File: src/hw/rtl/dpt_pkg.sv
// Shared constants and types for the derivative pulse trigger.
`default_nettype none

package dpt_pkg;

	// Fixed field widths
	localparam int POS_W    = 24;
	localparam int THR_W    = 17;
	localparam int WIN_W    = 12;
	localparam int LEN_W    = 24;
	localparam int CFG_W    = 24;
	localparam int CFG_IDX_W = 2;

	// Parameter defaults
	localparam int STEP_DEF        = 20;
	localparam int SAMPLE_BITS_DEF = 16;

	// Register reset values
	localparam logic signed [THR_W-1:0] THRESHOLD_RST = -17'sd64;
	localparam logic [WIN_W-1:0]        PRE_RST       = 12'd100;
	localparam logic [WIN_W-1:0]        POST_RST      = 12'd500;
	localparam logic [LEN_W-1:0]        RECLEN_RST    = 24'd1000000;

	// Configuration register indexes
	typedef enum logic [CFG_IDX_W-1:0] {
		REG_THRESHOLD = 2'd0,
		REG_PRE       = 2'd1,
		REG_POST      = 2'd2,
		REG_RECLEN    = 2'd3
	} cfg_reg_t;

endpackage

`default_nettype wire

File: src/hw/rtl/derivative_pulse_trigger_unit.sv
// Derivative threshold trigger with hold-off over fixed-length sample records.
//
// Usage: samples enter on in_valid/in_stall, one beat per sample; a beat is
// taken at a clock edge with valid high and stall low. Each sample at record
// position p >= STEP is compared with the sample STEP earlier, kept in a
// STEP-entry synchronous delay memory addressed by a slot counter. When armed
// and the difference drops below threshold inside the allowed window, one
// result beat (trigger_position, window_start, slope_value) leaves on
// out_valid/out_stall. A beat passes stage 1, then the output register.
// Throughput is one sample per cycle while in_stall is low: the memory is
// read and written once per beat and the armed/hold-off state updates in a
// single stage. When the receiver stalls, the result waits in the output
// register; samples that produce no result keep flowing, and in_stall rises
// only when a second result is ready behind the waiting one. Reset clears
// position, armed state, hold-off mark and the registers to their defaults;
// the delay memory is not cleared, since an entry is only read after it was
// written in the same record. The user must write configuration on
// cfg_we/cfg_index/cfg_data only while the block is idle; it is not enforced.
`default_nettype none

module derivative_pulse_trigger_unit #(
	parameter int STEP        = dpt_pkg::STEP_DEF,
	parameter int SAMPLE_BITS = dpt_pkg::SAMPLE_BITS_DEF
) (
	input  wire logic                               clk,
	input  wire logic                               arst_n,
	// configuration
	input  wire logic                               cfg_we,
	input  wire logic [dpt_pkg::CFG_IDX_W-1:0]      cfg_index,
	input  wire logic [dpt_pkg::CFG_W-1:0]          cfg_data,
	// sample input
	input  wire logic                               in_valid,
	output logic                                    in_stall,
	input  wire logic signed [SAMPLE_BITS-1:0]      sample,
	// trigger output
	output logic                                    out_valid,
	input  wire logic                               out_stall,
	output logic [dpt_pkg::POS_W-1:0]               trigger_position,
	output logic [dpt_pkg::POS_W-1:0]               window_start,
	output logic signed [dpt_pkg::THR_W-1:0]        slope_value
);
	import dpt_pkg::*;

	localparam int SLOT_W = (STEP > 1) ? $clog2(STEP) : 1;
	localparam int DW     = SAMPLE_BITS + 1;
	localparam int CW     = (DW > THR_W) ? DW : THR_W;

	// Configuration registers
	logic signed [THR_W-1:0] thr_q;
	logic [WIN_W-1:0]        pre_q;
	logic [WIN_W-1:0]        post_q;
	logic [LEN_W-1:0]        reclen_q;

	always_ff @(posedge clk or negedge arst_n) begin
		if (!arst_n) begin
			thr_q    <= THRESHOLD_RST;
			pre_q    <= PRE_RST;
			post_q   <= POST_RST;
			reclen_q <= RECLEN_RST;
		end else if (cfg_we) begin
			unique case (cfg_reg_t'(cfg_index))
				REG_THRESHOLD: thr_q    <= $signed(cfg_data[THR_W-1:0]);
				REG_PRE:       pre_q    <= cfg_data[WIN_W-1:0];
				REG_POST:      post_q   <= cfg_data[WIN_W-1:0];
				REG_RECLEN:    reclen_q <= cfg_data[LEN_W-1:0];
			endcase
		end
	end

	// Handshake and stage-1 flow
	logic accept;
	logic s1_valid_q;
	logic fire;
	logic s1_block;
	logic s1_go;
	logic out_valid_q;

	assign s1_block = fire && out_valid_q && out_stall;
	assign s1_go    = s1_valid_q && !s1_block;
	assign in_stall = s1_block;
	assign accept   = in_valid && !in_stall;

	// Stage 0: record position and delay slot
	logic [POS_W-1:0]  pos_q;
	logic [SLOT_W-1:0] slot_q;
	logic [POS_W-1:0]  idx0;
	logic              has_ref0;
	logic              past_pre0;
	logic              fits0;
	logic              rec_end0;

	assign has_ref0  = pos_q >= POS_W'(STEP);
	assign idx0      = pos_q - POS_W'(STEP);
	assign past_pre0 = idx0 > POS_W'(pre_q);
	assign fits0     = ({1'b0, pos_q} + (POS_W+1)'(post_q)) < {1'b0, reclen_q};
	assign rec_end0  = ({1'b0, pos_q} + (POS_W+1)'(1)) >= {1'b0, reclen_q};

	always_ff @(posedge clk or negedge arst_n) begin
		if (!arst_n) begin
			pos_q  <= '0;
			slot_q <= '0;
		end else if (accept) begin
			if (rec_end0) begin
				pos_q  <= '0;
				slot_q <= '0;
			end else begin
				pos_q  <= pos_q + POS_W'(1);
				slot_q <= (slot_q == SLOT_W'(STEP - 1)) ? '0 : slot_q + SLOT_W'(1);
			end
		end
	end

	// Delay memory: read-first, one read and one write per beat
	logic signed [SAMPLE_BITS-1:0] dly_mem [STEP];
	logic signed [SAMPLE_BITS-1:0] old_s1;
	logic signed [SAMPLE_BITS-1:0] x_s1;

	always_ff @(posedge clk) begin
		if (accept) begin
			old_s1         <= dly_mem[slot_q];
			dly_mem[slot_q] <= sample;
			x_s1           <= sample;
		end
	end

	// Stage-1 payload
	logic [POS_W-1:0] idx_s1;
	logic             has_ref_s1;
	logic             past_pre_s1;
	logic             fits_s1;
	logic             rec_end_s1;

	always_ff @(posedge clk) begin
		if (accept) begin
			idx_s1      <= idx0;
			has_ref_s1  <= has_ref0;
			past_pre_s1 <= past_pre0;
			fits_s1     <= fits0;
			rec_end_s1  <= rec_end0;
		end
	end

	always_ff @(posedge clk or negedge arst_n) begin
		if (!arst_n) begin
			s1_valid_q <= 1'b0;
		end else begin
			s1_valid_q <= accept || s1_block;
		end
	end

	// Stage 1: difference, fire and re-arm tests
	logic signed [DW-1:0]    diff;
	logic signed [CW-1:0]    diff_c;
	logic signed [CW-1:0]    thr_c;
	logic [POS_W:0]          since_trig;
	logic                    armed_q;
	logic [POS_W-1:0]        last_trig_q;
	logic                    rearm;

	assign diff       = $signed({x_s1[SAMPLE_BITS-1], x_s1})
	                    - $signed({old_s1[SAMPLE_BITS-1], old_s1});
	assign diff_c     = CW'(diff);
	assign thr_c      = CW'(thr_q);
	assign since_trig = {1'b0, idx_s1} - {1'b0, last_trig_q};

	assign fire  = s1_valid_q && has_ref_s1 && armed_q && (diff_c < thr_c)
	               && past_pre_s1 && fits_s1;
	assign rearm = s1_valid_q && has_ref_s1 && !armed_q && (diff_c > thr_c)
	               && ($signed(since_trig) > $signed((POS_W+1)'(post_q)));

	// Armed state and hold-off mark; record end restores both
	always_ff @(posedge clk or negedge arst_n) begin
		if (!arst_n) begin
			armed_q     <= 1'b1;
			last_trig_q <= '0;
		end else if (s1_go) begin
			priority if (rec_end_s1) begin
				armed_q     <= 1'b1;
				last_trig_q <= '0;
			end else if (fire) begin
				armed_q     <= 1'b0;
				last_trig_q <= idx_s1;
			end else if (rearm) begin
				armed_q     <= 1'b1;
			end
		end
	end

	// Output register
	logic [POS_W-1:0]        trig_pos_q;
	logic [POS_W-1:0]        win_start_q;
	logic signed [THR_W-1:0] slope_q;

	always_ff @(posedge clk or negedge arst_n) begin
		if (!arst_n) begin
			out_valid_q <= 1'b0;
		end else if (s1_go && fire) begin
			out_valid_q <= 1'b1;
		end else if (!out_stall) begin
			out_valid_q <= 1'b0;
		end
	end

	always_ff @(posedge clk) begin
		if (s1_go && fire) begin
			trig_pos_q  <= idx_s1;
			win_start_q <= idx_s1 - POS_W'(pre_q);
			slope_q     <= diff_c[THR_W-1:0];
		end
	end

	assign out_valid        = out_valid_q;
	assign trigger_position = trig_pos_q;
	assign window_start     = win_start_q;
	assign slope_value      = slope_q;

	// Checks
	a_fire_disarms: assert property (@(posedge clk) disable iff (!arst_n)
		s1_go && fire && !rec_end_s1 |=> !armed_q)
		else $error("trigger fired without disarming");

	a_stall_cause: assert property (@(posedge clk) disable iff (!arst_n)
		in_stall |-> s1_valid_q && out_valid_q)
		else $error("input stalled with no result waiting");

	a_rec_restart: assert property (@(posedge clk) disable iff (!arst_n)
		accept && rec_end0 |=> pos_q == '0 && slot_q == '0)
		else $error("record end did not restart position");

	a_slot_range: assert property (@(posedge clk) disable iff (!arst_n)
		slot_q <= SLOT_W'(STEP - 1))
		else $error("delay slot out of range");

	a_fire_in_window: assert property (@(posedge clk) disable iff (!arst_n)
		s1_go && fire |-> idx_s1 > POS_W'(pre_q))
		else $error("trigger before pre-window");

endmodule

`default_nettype wire

File: config.mk
export PLATFORM = sky130hd
export DESIGN_NAME = derivative_pulse_trigger_unit
export DESIGN_NICKNAME = d
export VERILOG_FILES = /design/src/hw/rtl/dpt_pkg.sv /design/src/hw/rtl/derivative_pulse_trigger_unit.sv
export SDC_FILE = /design/constraint.sdc
export NUM_CORES = 1
export LEC_CHECK = 0
export ABC_AREA = 1
export BUFFER_PORTS_ARGS = -buffer_cell sky130_fd_sc_hd__buf_4
export CAP_MARGIN = 20
export CORE_MARGIN = 2
export CORE_UTILIZATION = 50
export DETAILED_ROUTE_END_ITERATION = 6
export PLACE_DENSITY = 0.73
export SYNTH_ARGS = -nofsm -noshare
export SYNTH_HDL_FRONTEND = slang
export SYNTH_SLANG_ARGS = --single-unit
File: constraint.sdc
create_clock -name clk -period 5.82 [get_ports clk]
set_input_delay 0.873 -clock clk [delete_from_list [all_inputs] [get_ports clk]]
set_output_delay 0.873 -clock clk [all_outputs]
set_load 0.1 [all_outputs]
==> metrics.md <==
| Metric | Value |
|---|---|
| Row Count | `87` |
| Max_cap viols | `0` |
| VDD IR max | `0.000329 V` |
| CP Launch Type | `register` |
| Fin crit share | `92.1%` |
| Top FF cell, synth | `edfxtp_1` |
| Global route overflow | `0` |
| Layout cells sized above 1 | `11.6%` |
| 1st-iter DRT viols | `1946` |
| CTS tree | `yes` |
| Cells after DPL | `3578` |
| Final wirelength | `71700 µm` |
| Outcome | `complete, no violations` |
| CP Class | `reg -> out` |
| Worst EP required | `4.95 ns` |
| Total Power | `18.2 mW` |
| Yosys cell types | `56` |
| Crit-path leading delay family | `adder cells` |
| Clock Pin Slew Worst Setup and Hold Paths | `0.06 ns` |
| Fillers | `4707` |
| Setup TNS | `0 ns` |
| Max Buffers Root-to-Sink | `3` |
| Syn avg cell area | `10.2 µm²` |
| CP Cell Sequence | `ha_1, fa_1, inv_1, a21oi_1, o21ai_2, a21boi_0, o21ai_1, nand2_1, nand2_1, nand2_1, nand2_1, inv_1, ha_1, nand2_1, inv_1, o21ai_0, nand2_1, nor2_1, nand4_1, nand2_2, nand3_4, inv_1, buf_6` |
| Post-CTS Setup Inserts | `0` |
| DRC violations left | `0` |
| Final nets | `3097` |
| Die area | `58600 µm²` |
| Largest net degree at the start of global routing | `115` |
| Endpoints failing setup | `0` |
| PD cells | `572 nW/µm²` |
| Syn Inst Count | `2766` |
| Total CTS buffers | `59` |
| YS warnings | `0` |
| Die width | `242 µm` |
| Syn_nets | `2978` |
| Vias in the first global route | `20400` |
| Minimum clock period | `5.36 ns` |
| Fin util | `56.8%` |
| Height of the die | `242 µm` |
| Leak | `13.1 nW` |
| WL/cell | `19.4 µm` |
| Final GP Congestion | `0.932` |
| Worst stage delay on the critical path | `0.43 ns` |
| CTS H-Tree Depth | `2` |
| Slew HR | `30.9%` |
| Root Driver | `clkbuf_16` |
| I/O pins | `114` |
| Initial antenna violation count | `0` |
| Routed vias | `20400` |
| Clock skew | `0.0605 ns` |
| Async SR Flop Fraction | `21.4%` |
| Clk_lat worst skew | `0.67 ns` |
| Num Clock Sinks | `566` |
| Starting Density | `50.4%` |
| Worst Hold Class | `in -> async` |
| Overall Global Routing Usage | `24.5%` |
| #FFs+latches synth | `566` |
| I/O Buffers | `113` |
| Post-Syn Area | `28300 µm²` |
| WP data arrival | `4.49 ns` |
| Crit path max-delay cell type | `fa_1` |
| Post-CTS resize count | `0` |
| DR pass1 iterations | `6` |
| Core area | `56200 µm²` |
| Critical path capture point type | `primary output` |
| Final Max Tran Viols | `0` |
| CP Max Fanout | `4` |
| Wire length of the first global-routing pass | `112000 µm` |
| HPWL Detailed | `50600 µm` |
| Hold_buf cts | `0` |
| Final Hold Vio Count | `0` |
| Non-filler cells, final | `3689` |
| Critical path's most frequent cell | `nand2_1` |
| P&R area growth vs syn | `12.7%` |
| Fmax | `187 MHz` |
| Post-synth EDFFs | `445` |
| Register area share after synthesis | `58.0%` |
| Vias/cell | `5.54` |
| Crit path buf inv count | `5` |
| RSZ-0062 raised after global routing | `no` |
| Post-route antenna net violation count | `0` |
| Worst-Margin Slew | `1.04 ns` |
-- metal layers --
| layer | vias to the layer above | routed length, µm | global-route usage, % |
|---|---|---|---|
| met2 | 781 | 35200 | 42.1 |
| met5 | - | 0 | 0 |
| met1 | 9736 | 28500 | 30.5 |
| met4 | 0 | 3400 | 11.9 |
| li1 | 9731 | - | - |
| met3 | 175 | 4510 | 3.28 |
-- through the flow --
stage,setup WS [ns],hold slack (ns),area (µm²)
5_1_grt,0.0872,0.426,31900
2_1_floorplan,1.08,0.451,28300
6_report,0.460,0.355,31900
4_1_cts,0.335,0.360,31900
3_3_place_gp,1.08,0.469,30000
3_5_place_dp,1.06,0.478,30000
-- final cells by class --
class                   instances  area, µm²  share of cell area, %
flip-flops and latches        566      16400                   51.5
multi-input cells            1782      10300                   32.2
clock buffers                  77       1550                   4.87
inverters                     329       1240                   3.89
repair buffers                147       1140                   3.58
well taps                     756        946                   2.96
clock inverters                31        327                   1.02
diodes                          1       2.50                0.00784
-- cell usage after synthesis, drive strengths merged (4+ instances only) --
master,instances,share of area (%)
buf,26,0.59
a22o,7,0.22
xnor2,20,0.62
nor2,303,4.2
edfxtp,445,47
nand4,32,0.75
o22ai,100,2.8
clkinv,4,0.053
dfrtp,93,8.2
nor4,4,0.088
o31ai,5,0.13
a21oi,117,2.1
xor2,84,2.6
o21ai,274,4.9
clkbuf,63,0.83
nand2,503,6.8
fa,4,0.28
inv,325,4.3
nand3b,17,0.46
nand3,83,1.5
nor3,30,0.64
ha,161,7.1
dfstp,28,2.6
a221oi,7,0.22
-- cells in the final DEF, fill, tap and decap left out, types with 4 or more instances in the layout --
master	n
nand2_1	494
edfxtp_1	445
inv_1	313
nor2_1	292
o21ai_0	239
ha_1	161
buf_4	143
a21oi_1	116
dfrtp_1	91
xor2_1	84
nand3_1	79
o22ai_1	73
clkbuf_16	59
o21ai_1	32
nand4_1	30
dfstp_2	28
o22ai_2	27
nor3_1	23
xnor2_1	20
clkbuf_1	17
nand3b_1	16
inv_2	11
clkinv_1	11
clkinv_2	11
nand2_2	8
nor3_2	7
a221oi_1	7
a22o_1	7
nor2_2	6
nor2_4	5
o31ai_1	5
nor4_1	4
fa_1	4
bufinv_16	4
-- registers in the layout (all words and copies together), names as in the netlist, 17 cells and up --
register and flops:
dly_mem 320, idx_s1 24, last_trig_q 24, pos_q 24
reclen_q 24, slope_value 17, thr_c 17, trigger_position 24
window_start 24
-- kinds of logic after synthesis --
family / Yosys count / synth area share [%]
buffers and inverters: 418 / 5.78
adder cells (fa/ha/maj): 165 / 7.40
AO/OA/AOI/OAI: 536 / 11.0
flip-flops: 566 / 58.0
XOR/XNOR: 104 / 3.22
AND/OR/NAND/NOR: 977 / 14.6
-- report_power, final --
part	leakage, nW	internal, mW	switching, mW
registers	5.55	5.36	0.602
clock network	0.913	2.07	1.58
logic	6.66	2.70	5.93
-- path summary, 6_finish.rpt --
check | endpoint | start | depth (start not counted) | slack (ns)
worst max-delay path | in_stall | old_s1[0] | 23 | 0.46
worst max register to register | dly_mem[7][9] | old_s1[0] | 27 | 1.08
worst min-delay path | slot_q[0] | arst_n | 1 | 0.35
max in group asynchronous | reclen_q[21] | arst_n | 2 | 4.09
min in group clk | thr_c[13] | thr_c[13] | 2 | 0.49
worst min register to register | thr_c[13] | thr_c[13] | 2 | 0.49
Note: power is estimated with default switching activity, not from simulation.
